==> config.mk <==
export PLATFORM = sky130hd
export DESIGN_NAME = counting_semaphore_wait_queue_top_flat
export DESIGN_NICKNAME = d
export VERILOG_FILES = /design/src/design/csq_pkg.sv /design/src/design/csq_req_if.sv /design/src/design/csq_rsp_if.sv /design/src/design/csq_ram.sv /design/src/design/counting_semaphore_wait_queue_top.sv /design/src/flat_wrapper.sv
export SDC_FILE = /design/constraint.sdc
export NUM_CORES = 1
export LEC_CHECK = 0
export CAP_MARGIN = 20
export CORE_MARGIN = 3
export CORE_UTILIZATION = 55
export DETAILED_ROUTE_END_ITERATION = 12
export DONT_BUFFER_PORTS = 1
export GPL_TIMING_DRIVEN = 1
export HOLD_SLACK_MARGIN = 0.08
export PLACE_DENSITY_LB_ADDON = 0.15
export SYNTH_ARGS = -nofsm -noshare
export SYNTH_HDL_FRONTEND = slang
export SYNTH_SLANG_ARGS = --single-unit
export TNS_END_PERCENT = 30
==> constraint.sdc <==
create_clock -name clk -period 4.8 [get_ports clk]
set_input_delay 0.96 -clock clk [delete_from_list [all_inputs] [get_ports clk]]
set_output_delay 0.96 -clock clk [all_outputs]
set_load 0.005 [all_outputs]
==> src/design/csq_pkg.sv <==
// ============================================================================
// csq_pkg
// Shared types and constants for the counting semaphore with wait queue.
// ============================================================================
`default_nettype none

package csq_pkg;

    // Default sizes
    localparam int QUEUE_DEPTH_DEF    = 16;
    localparam int THREAD_ID_BITS_DEF = 8;

    // Counter
    localparam int COUNT_W = 16;
    localparam logic [COUNT_W-1:0] COUNT_MAX = {COUNT_W{1'b1}};

    // Operation codes
    localparam logic FUNC_WAIT   = 1'b0;
    localparam logic FUNC_SIGNAL = 1'b1;

    // Result status codes
    typedef enum logic [2:0] {
        ST_GRANTED     = 3'd0,
        ST_QUEUED      = 3'd1,
        ST_INCREMENTED = 3'd2,
        ST_WOKEN       = 3'd3,
        ST_FULL        = 3'd4,
        ST_SATURATED   = 3'd5
    } status_t;

    // Control sequencer states
    typedef enum logic {
        S_IDLE,
        S_FETCH
    } state_t;

endpackage

`default_nettype wire

==> src/design/csq_req_if.sv <==
// ============================================================================
// csq_req_if
// Operation channel: valid/ready with function code and thread id.
// ============================================================================
`default_nettype none

interface csq_req_if #(
    parameter int ID_BITS = csq_pkg::THREAD_ID_BITS_DEF
);
    logic               valid;
    logic               ready;
    logic               func;
    logic [ID_BITS-1:0] thread_id;

    modport source (output valid, output func, output thread_id, input ready);
    modport sink   (input valid, input func, input thread_id, output ready);
endinterface

`default_nettype wire

==> src/design/csq_rsp_if.sv <==
// ============================================================================
// csq_rsp_if
// Result channel: valid/ready with prior count, status and woken thread.
// ============================================================================
`default_nettype none

interface csq_rsp_if #(
    parameter int ID_BITS = csq_pkg::THREAD_ID_BITS_DEF
);
    logic                        valid;
    logic                        ready;
    logic [csq_pkg::COUNT_W-1:0] prior_count;
    csq_pkg::status_t            status;
    logic [ID_BITS-1:0]          woken_thread;

    modport source (output valid, output prior_count, output status,
                    output woken_thread, input ready);
    modport sink   (input valid, input prior_count, input status,
                    input woken_thread, output ready);
endinterface

`default_nettype wire

==> src/design/csq_ram.sv <==
// ============================================================================
// csq_ram
// Generic single-write, single-read RAM with registered read data.
// ============================================================================
`default_nettype none

module csq_ram #(
    parameter int WIDTH = 8,
    parameter int DEPTH = 16
) (
    input  wire logic                     clk,
    input  wire logic                     we,
    input  wire logic [$clog2(DEPTH)-1:0] waddr,
    input  wire logic [WIDTH-1:0]         wdata,
    input  wire logic [$clog2(DEPTH)-1:0] raddr,
    output logic      [WIDTH-1:0]         rdata
);

    logic [WIDTH-1:0] mem [DEPTH];

    // Write port
    always_ff @(posedge clk)
    begin
        if (we)
        begin
            mem[waddr] <= wdata;
        end
    end

    // Registered read port
    always_ff @(posedge clk)
    begin
        rdata <= mem[raddr];
    end

endmodule

`default_nettype wire

==> src/design/counting_semaphore_wait_queue_top.sv <==
// ============================================================================
// counting_semaphore_wait_queue_top
// Counting semaphore with a FIFO queue of blocked thread ids.
// ============================================================================
// Each request transfer is a wait or a signal from one thread and yields
// exactly one response transfer with the count as it stood before the
// operation. A signal that wakes a waiter passes through the fetch state,
// where the oldest id comes out of the wait-queue RAM, whose read data is
// registered, in the cycle after the request is taken. A new request is
// taken while the previous response waits, as long as that response is
// consumed in the same cycle. Writing cfg_wdata with cfg_we loads the
// counter and leaves the queue untouched. The queue RAM needs no clearing
// after reset; head, tail and occupancy start at zero.
// ============================================================================
`default_nettype none

module counting_semaphore_wait_queue_top #(
    parameter int QUEUE_DEPTH    = csq_pkg::QUEUE_DEPTH_DEF,
    parameter int THREAD_ID_BITS = csq_pkg::THREAD_ID_BITS_DEF
) (
    input  wire logic                        clk,
    input  wire logic                        rst_n,
    input  wire logic                        cfg_we,
    input  wire logic [csq_pkg::COUNT_W-1:0] cfg_wdata,
    csq_req_if.sink                          req,
    csq_rsp_if.source                        rsp
);

    localparam int PTR_W = $clog2(QUEUE_DEPTH);
    localparam int OCC_W = $clog2(QUEUE_DEPTH + 1);
    localparam logic [PTR_W-1:0] PTR_LAST = PTR_W'(QUEUE_DEPTH - 1);
    localparam logic [OCC_W-1:0] OCC_FULL = OCC_W'(QUEUE_DEPTH);

    // State
    logic [csq_pkg::COUNT_W-1:0] count_reg, count_next;
    logic [PTR_W-1:0]            head_reg, head_next;
    logic [PTR_W-1:0]            tail_reg, tail_next;
    logic [OCC_W-1:0]            occ_reg, occ_next;
    csq_pkg::state_t             state_reg, state_next;

    // Output register
    logic                        out_valid_reg;
    logic [csq_pkg::COUNT_W-1:0] prior_reg;
    csq_pkg::status_t            status_reg, status_next;
    logic [THREAD_ID_BITS-1:0]   woken_reg;

    logic                      in_fire;
    logic                      cnt_zero;
    logic                      q_full;
    logic                      q_empty;
    logic                      push;
    logic                      pop;
    logic [THREAD_ID_BITS-1:0] ram_rdata;

    assign in_fire  = req.valid && req.ready;
    assign cnt_zero = (count_reg == '0);
    assign q_full   = (occ_reg == OCC_FULL);
    assign q_empty  = (occ_reg == '0);

    // Operation decode
    always_comb
    begin
        count_next  = count_reg;
        head_next   = head_reg;
        tail_next   = tail_reg;
        occ_next    = occ_reg;
        status_next = csq_pkg::ST_GRANTED;
        push        = 1'b0;
        pop         = 1'b0;
        case (req.func)
            csq_pkg::FUNC_WAIT:
            begin
                if (!cnt_zero)
                begin
                    count_next  = count_reg - 1'b1;
                    status_next = csq_pkg::ST_GRANTED;
                end
                else if (!q_full)
                begin
                    push        = 1'b1;
                    tail_next   = (tail_reg == PTR_LAST) ? '0 : tail_reg + 1'b1;
                    occ_next    = occ_reg + 1'b1;
                    status_next = csq_pkg::ST_QUEUED;
                end
                else
                begin
                    status_next = csq_pkg::ST_FULL;
                end
            end
            csq_pkg::FUNC_SIGNAL:
            begin
                if (cnt_zero && !q_empty)
                begin
                    pop         = 1'b1;
                    head_next   = (head_reg == PTR_LAST) ? '0 : head_reg + 1'b1;
                    occ_next    = occ_reg - 1'b1;
                    status_next = csq_pkg::ST_WOKEN;
                end
                else if (count_reg == csq_pkg::COUNT_MAX)
                begin
                    status_next = csq_pkg::ST_SATURATED;
                end
                else
                begin
                    count_next  = count_reg + 1'b1;
                    status_next = csq_pkg::ST_INCREMENTED;
                end
            end
            default:
            begin
                status_next = csq_pkg::ST_GRANTED;
            end
        endcase
    end

    // Wait-queue storage; read port always points at the head
    csq_ram #(
        .WIDTH (THREAD_ID_BITS),
        .DEPTH (QUEUE_DEPTH)
    ) u_queue_ram (
        .clk   (clk),
        .we    (in_fire && push),
        .waddr (tail_reg),
        .wdata (req.thread_id),
        .raddr (head_reg),
        .rdata (ram_rdata)
    );

    // Sequencer next state
    always_comb
    begin
        state_next = state_reg;
        case (state_reg)
            csq_pkg::S_IDLE:
            begin
                if (in_fire && pop)
                begin
                    state_next = csq_pkg::S_FETCH;
                end
            end
            csq_pkg::S_FETCH:
            begin
                state_next = csq_pkg::S_IDLE;
            end
            default:
            begin
                state_next = csq_pkg::S_IDLE;
            end
        endcase
    end

    // Sequencer outputs
    always_comb
    begin
        case (state_reg)
            csq_pkg::S_IDLE:  req.ready = !out_valid_reg || rsp.ready;
            csq_pkg::S_FETCH: req.ready = 1'b0;
            default:          req.ready = 1'b0;
        endcase
    end

    // Semaphore state registers
    always_ff @(posedge clk or negedge rst_n)
    begin
        if (!rst_n)
        begin
            count_reg <= '0;
            head_reg  <= '0;
            tail_reg  <= '0;
            occ_reg   <= '0;
            state_reg <= csq_pkg::S_IDLE;
        end
        else
        begin
            state_reg <= state_next;
            if (cfg_we)
            begin
                count_reg <= cfg_wdata;
            end
            else if (in_fire)
            begin
                count_reg <= count_next;
            end
            if (in_fire)
            begin
                head_reg <= head_next;
                tail_reg <= tail_next;
                occ_reg  <= occ_next;
            end
        end
    end

    // Response valid
    always_ff @(posedge clk or negedge rst_n)
    begin
        if (!rst_n)
        begin
            out_valid_reg <= 1'b0;
        end
        else if (in_fire)
        begin
            out_valid_reg <= !pop;
        end
        else if (state_reg == csq_pkg::S_FETCH)
        begin
            out_valid_reg <= 1'b1;
        end
        else if (rsp.ready)
        begin
            out_valid_reg <= 1'b0;
        end
    end

    // Response payload; woken id lands from the RAM in the fetch state
    always_ff @(posedge clk)
    begin
        if (in_fire)
        begin
            prior_reg  <= count_reg;
            status_reg <= status_next;
            woken_reg  <= '0;
        end
        else if (state_reg == csq_pkg::S_FETCH)
        begin
            woken_reg <= ram_rdata;
        end
    end

    assign rsp.valid        = out_valid_reg;
    assign rsp.prior_count  = prior_reg;
    assign rsp.status       = status_reg;
    assign rsp.woken_thread = woken_reg;

    // Checks
    a_occ_bound: assert property (@(posedge clk) disable iff (!rst_n)
        occ_reg <= OCC_FULL)
        else $error("queue occupancy above depth");

    a_fetch_empty_out: assert property (@(posedge clk) disable iff (!rst_n)
        (state_reg == csq_pkg::S_FETCH) |-> !out_valid_reg)
        else $error("fetch while a response is still held");

    a_pop_fetch: assert property (@(posedge clk) disable iff (!rst_n)
        (in_fire && pop) |=> (state_reg == csq_pkg::S_FETCH) && !req.ready)
        else $error("wake did not enter fetch");

    a_woken_zero: assert property (@(posedge clk) disable iff (!rst_n)
        (out_valid_reg && (status_reg != csq_pkg::ST_WOKEN)) |-> (woken_reg == '0))
        else $error("woken id set without a wake");

    a_count_hold: assert property (@(posedge clk) disable iff (!rst_n)
        (!cfg_we && !in_fire) |=> $stable(count_reg))
        else $error("count changed without a transfer or load");

endmodule

`default_nettype wire
==> src/flat_wrapper.sv <==
// flat-port wrapper written by rule: the top's interface ports become plain ports
module counting_semaphore_wait_queue_top_flat 
#(
    parameter int QUEUE_DEPTH    = csq_pkg::QUEUE_DEPTH_DEF,
    parameter int THREAD_ID_BITS = csq_pkg::THREAD_ID_BITS_DEF
)
  (clk, rst_n, cfg_we, cfg_wdata, req_valid, req_func, req_thread_id, req_ready, rsp_valid, rsp_prior_count, rsp_status, rsp_woken_thread, rsp_ready);
  csq_req_if req_i ();
  csq_rsp_if rsp_i ();
  input  wire logic clk;
  input  wire logic rst_n;
  input  wire logic cfg_we;
  input  wire logic [csq_pkg::COUNT_W-1:0] cfg_wdata;
  input wire logic [$bits(req_i.valid)-1:0] req_valid;
  input wire logic [$bits(req_i.func)-1:0] req_func;
  input wire logic [$bits(req_i.thread_id)-1:0] req_thread_id;
  output wire logic [$bits(req_i.ready)-1:0] req_ready;
  output wire logic [$bits(rsp_i.valid)-1:0] rsp_valid;
  output wire logic [$bits(rsp_i.prior_count)-1:0] rsp_prior_count;
  output wire logic [$bits(rsp_i.status)-1:0] rsp_status;
  output wire logic [$bits(rsp_i.woken_thread)-1:0] rsp_woken_thread;
  input wire logic [$bits(rsp_i.ready)-1:0] rsp_ready;
  assign req_i.valid = req_valid;
  assign req_i.func = req_func;
  assign req_i.thread_id = req_thread_id;
  assign req_ready = req_i.ready;
  assign rsp_valid = rsp_i.valid;
  assign rsp_prior_count = rsp_i.prior_count;
  assign rsp_status = rsp_i.status;
  assign rsp_woken_thread = rsp_i.woken_thread;
  assign rsp_i.ready = rsp_ready;
  counting_semaphore_wait_queue_top #(.QUEUE_DEPTH(QUEUE_DEPTH), .THREAD_ID_BITS(THREAD_ID_BITS)) u_core (.clk(clk), .rst_n(rst_n), .cfg_we(cfg_we), .cfg_wdata(cfg_wdata), .req(req_i), .rsp(rsp_i));
endmodule
==> results.json <==
{
  "post-route-util_pct": 63.2,
  "synth-edff-count": 147,
  "power.density_nw_per_um2": 393,
  "finalInstanceArea_um2": 9370,
  "synth.most_common_cell": "edfxtp_1",
  "final_hold_viol_count": 0,
  "dieArea_um2": 17000,
  "syn_area_um2": 8510,
  "gp_congestion": 0.870,
  "clock_latency_ns": 0.44,
  "syn_inst": 604,
  "yosysWarnings": 0,
  "die_y_um": 130,
  "fin_skew_ns": 0.0143,
  "worst-path-max-fanout": 10,
  "place_hpwl_mm": 11.6,
  "std_cell_rows": 44,
  "grt_pass1_wl_mm": 27.1,
  "antenna_found_initial": 0,
  "cts_setup_buffers": 0,
  "max-clock-path-buffers": 2,
  "timing.rr.end": "u_core.u_queue_ram.mem[12][6]",
  "track_usage_pct": 21.4,
  "clock-root-buffer": "clkbuf_16",
  "status": "finished clean",
  "drt_iter0_drc": 408,
  "cts_tree": "built",
  "drc": 0,
  "largest_register_ffs": 128,
  "ys.flop_type": "edfxtp_1",
  "cp.required_ns": 4.85,
  "routed_wl_mm": 17.3,
  "synth_compound_area_share_pct": 8.69,
  "synthAdderAreaFrac_pct": 3.70,
  "synth_xor_area_share_pct": 2.06,
  "h-tree-depth": 4,
  "ff2ff_path_depth": 5,
  "end_kind": "flip-flop",
  "yosysUniqueCellTypes": 55,
  "synth_top_area_share_pct": 51.9,
  "final_nets": 666,
  "fmax_mhz": 313,
  "synthArstFlopShare_pct": 16.0,
  "io_buffers": 0,
  "dpl_cell_area_um2": 8720,
  "leakage_nw": 3.26,
  "totalNegativeSetupSlack_ns": 0,
  "maxSlewViolCount": 0,
  "startpoint": "u_core.count_reg[12]",
  "cp.arrival_ns": 3.24,
  "synthTopCellsByCount": "edfxtp_1, nand2_1, o21ai_0, mux2i_1, a21oi_1",
  "grt-ovfl-total": 0,
  "ys_seq_elements": 194,
  "vias_per_cell": 6.20,
  "synthSimpleGateAreaFrac_pct": 8.61,
  "clkTransAtPathRegs_ns": 0.08,
  "initial_core_util_pct": 57.5,
  "first_global_vias": 4934,
  "maxCapViolations": 0,
  "worst_pin_slew_ns": 1.10,
  "synth_area_leaders": "edfxtp_1, dfrtp_1, mux2i_1",
  "area_delta_synth_final_pct": 10.0,
  "postRouteAntennaNets": 0,
  "antennaDiodeCount": 0,
  "synth_top_family_by_area": "multiplexers",
  "coreArea_um2": 14800,
  "hp-class": "input port to async pin",
  "rrSetupSlack_ns": 1.61,
  "syn_avg_cell_area_um2": 14.1,
  "synth_area_leader_cell": "edfxtp_1",
  "clkSinkCount": 194,
  "num_vias": 5019,
  "syn-num-nets": 658,
  "muxShareOfSynthArea_pct": 9.91,
  "startpoint_type": "flip-flop",
  "ir_drop_v": 0.000262,
  "nFillCells": 1074,
  "slew_headroom_pct": 26.0,
  "synth_seq_area_share_pct": 64.7,
  "first_pass_iters": 5,
  "grt_max_degree": 38,
  "cts_buffers": 17,
  "wire_per_inst_um": 21.4,
  "ioPinCount": 59,
  "hold_buffers": 0,
  "rsz0062_at_grt": "false",
  "drive_above_1_share_pct": 14.2,
  "finalSetupViolations": 0,
  "die_x_um": 130,
  "criticalPathCategory": "flip-flop to flip-flop",
  "r2r_start": "u_core.count_reg[12]",
  "fin_crit_ns": 3.19,
  "fin_crit_sh_pct": 66.5,
  "ctsResizeCount": 0
}
report_power, final:
group / switching (W) / leakage (nW) / internal [W]
sequential: 0.0000489 / 1.85 / 0.00185
clock: 0.000674 / 0.305 / 0.000804
combinational: 0.000171 / 1.11 / 0.000134
layer usage:
metal | routed length, µm | track usage (%) | part of all wire [%]
met2 | 8040 | 32.6 | 46
met3 | 1030 | 6.26 | 6.0
met5 | 0 | 0 | 0
met1 | 8010 | 30.7 | 46
met4 | 210 | 5.75 | 1.2
stage by stage:
| step | hold WS (ns) | power [W] | std cells | setup WS (ns) |
|---|---|---|---|---|
| final | 0.213 | 0.00368 | 809 | 1.61 |
| after global routing | 0.183 | 0.00382 | 809 | 1.37 |
| after CTS | 0.190 | 0.00371 | 807 | 1.61 |
| after detailed placement | 0.454 | 0.00223 | 775 | 1.25 |
| after global placement | 0.444 | 0.00223 | 775 | 1.35 |
| after floorplan | 0.440 | 0.00217 | 604 | 1.36 |
critical path: stages, from the launching register on:
cell and delay (ns):
dfrtp_1 0.43, nor4_1 0.51, nand4_2 0.37, nor3_1 0.27
nand3_1 0.28, nor3_1 0.95
area by class of cell:
| cell class | instances | area [µm²] | share of cell area, % |
|---|---|---|---|
| clock buffer | 17 | 425 | 4.54 |
| clock inverter | 15 | 208 | 2.22 |
| inverter | 19 | 71.3 | 0.762 |
| multi-input combinational | 365 | 2810 | 30.0 |
| sequential | 194 | 5510 | 58.9 |
| tap | 184 | 230 | 2.46 |
| timing repair buffer | 15 | 113 | 1.20 |
cell families (layout without fill, tap and decap cells):
family | after synthesis | in the layout
flip-flops | 194 | 194
multiplexers | 63 | 63
buffers and inverters | 45 | 66
AO/OA/AOI/OAI | 118 | 118
XOR/XNOR | 20 | 20
adder cells (fa/ha/maj) | 24 | 24
AND/OR/NAND/NOR | 140 | 140
worst max-delay path by stage:
| stage | to | cells after the start |
|---|---|---|
| 3_3_place_gp | u_core.count_reg[13] | 9 |
| 4_1_cts | u_core.u_queue_ram.mem[12][6] | 5 |
| 6_report | u_core.u_queue_ram.mem[12][6] | 5 |
| 3_5_place_dp | u_core.count_reg[13] | 9 |
| 5_1_grt | u_core.u_queue_ram.mem[12][6] | 5 |
| 2_1_floorplan | u_core.count_reg[13] | 10 |
layout by cell type (no fill, tap or decap), types with 13 or more instances in the layout:
cell type / count
dfrtp_1: 30
ha_1: 22
edfxtp_1: 147
mux2i_1: 37
nand2_1: 46
nor3_1: 15
dfxtp_1: 16
a21oi_1: 33
xnor2_1: 13
clkbuf_16: 17
buf_4: 14
inv_1: 19
o21ai_0: 43
nor2_1: 27
mux4_2: 16
No activity file was read; power rests on OpenSTA's default activity.
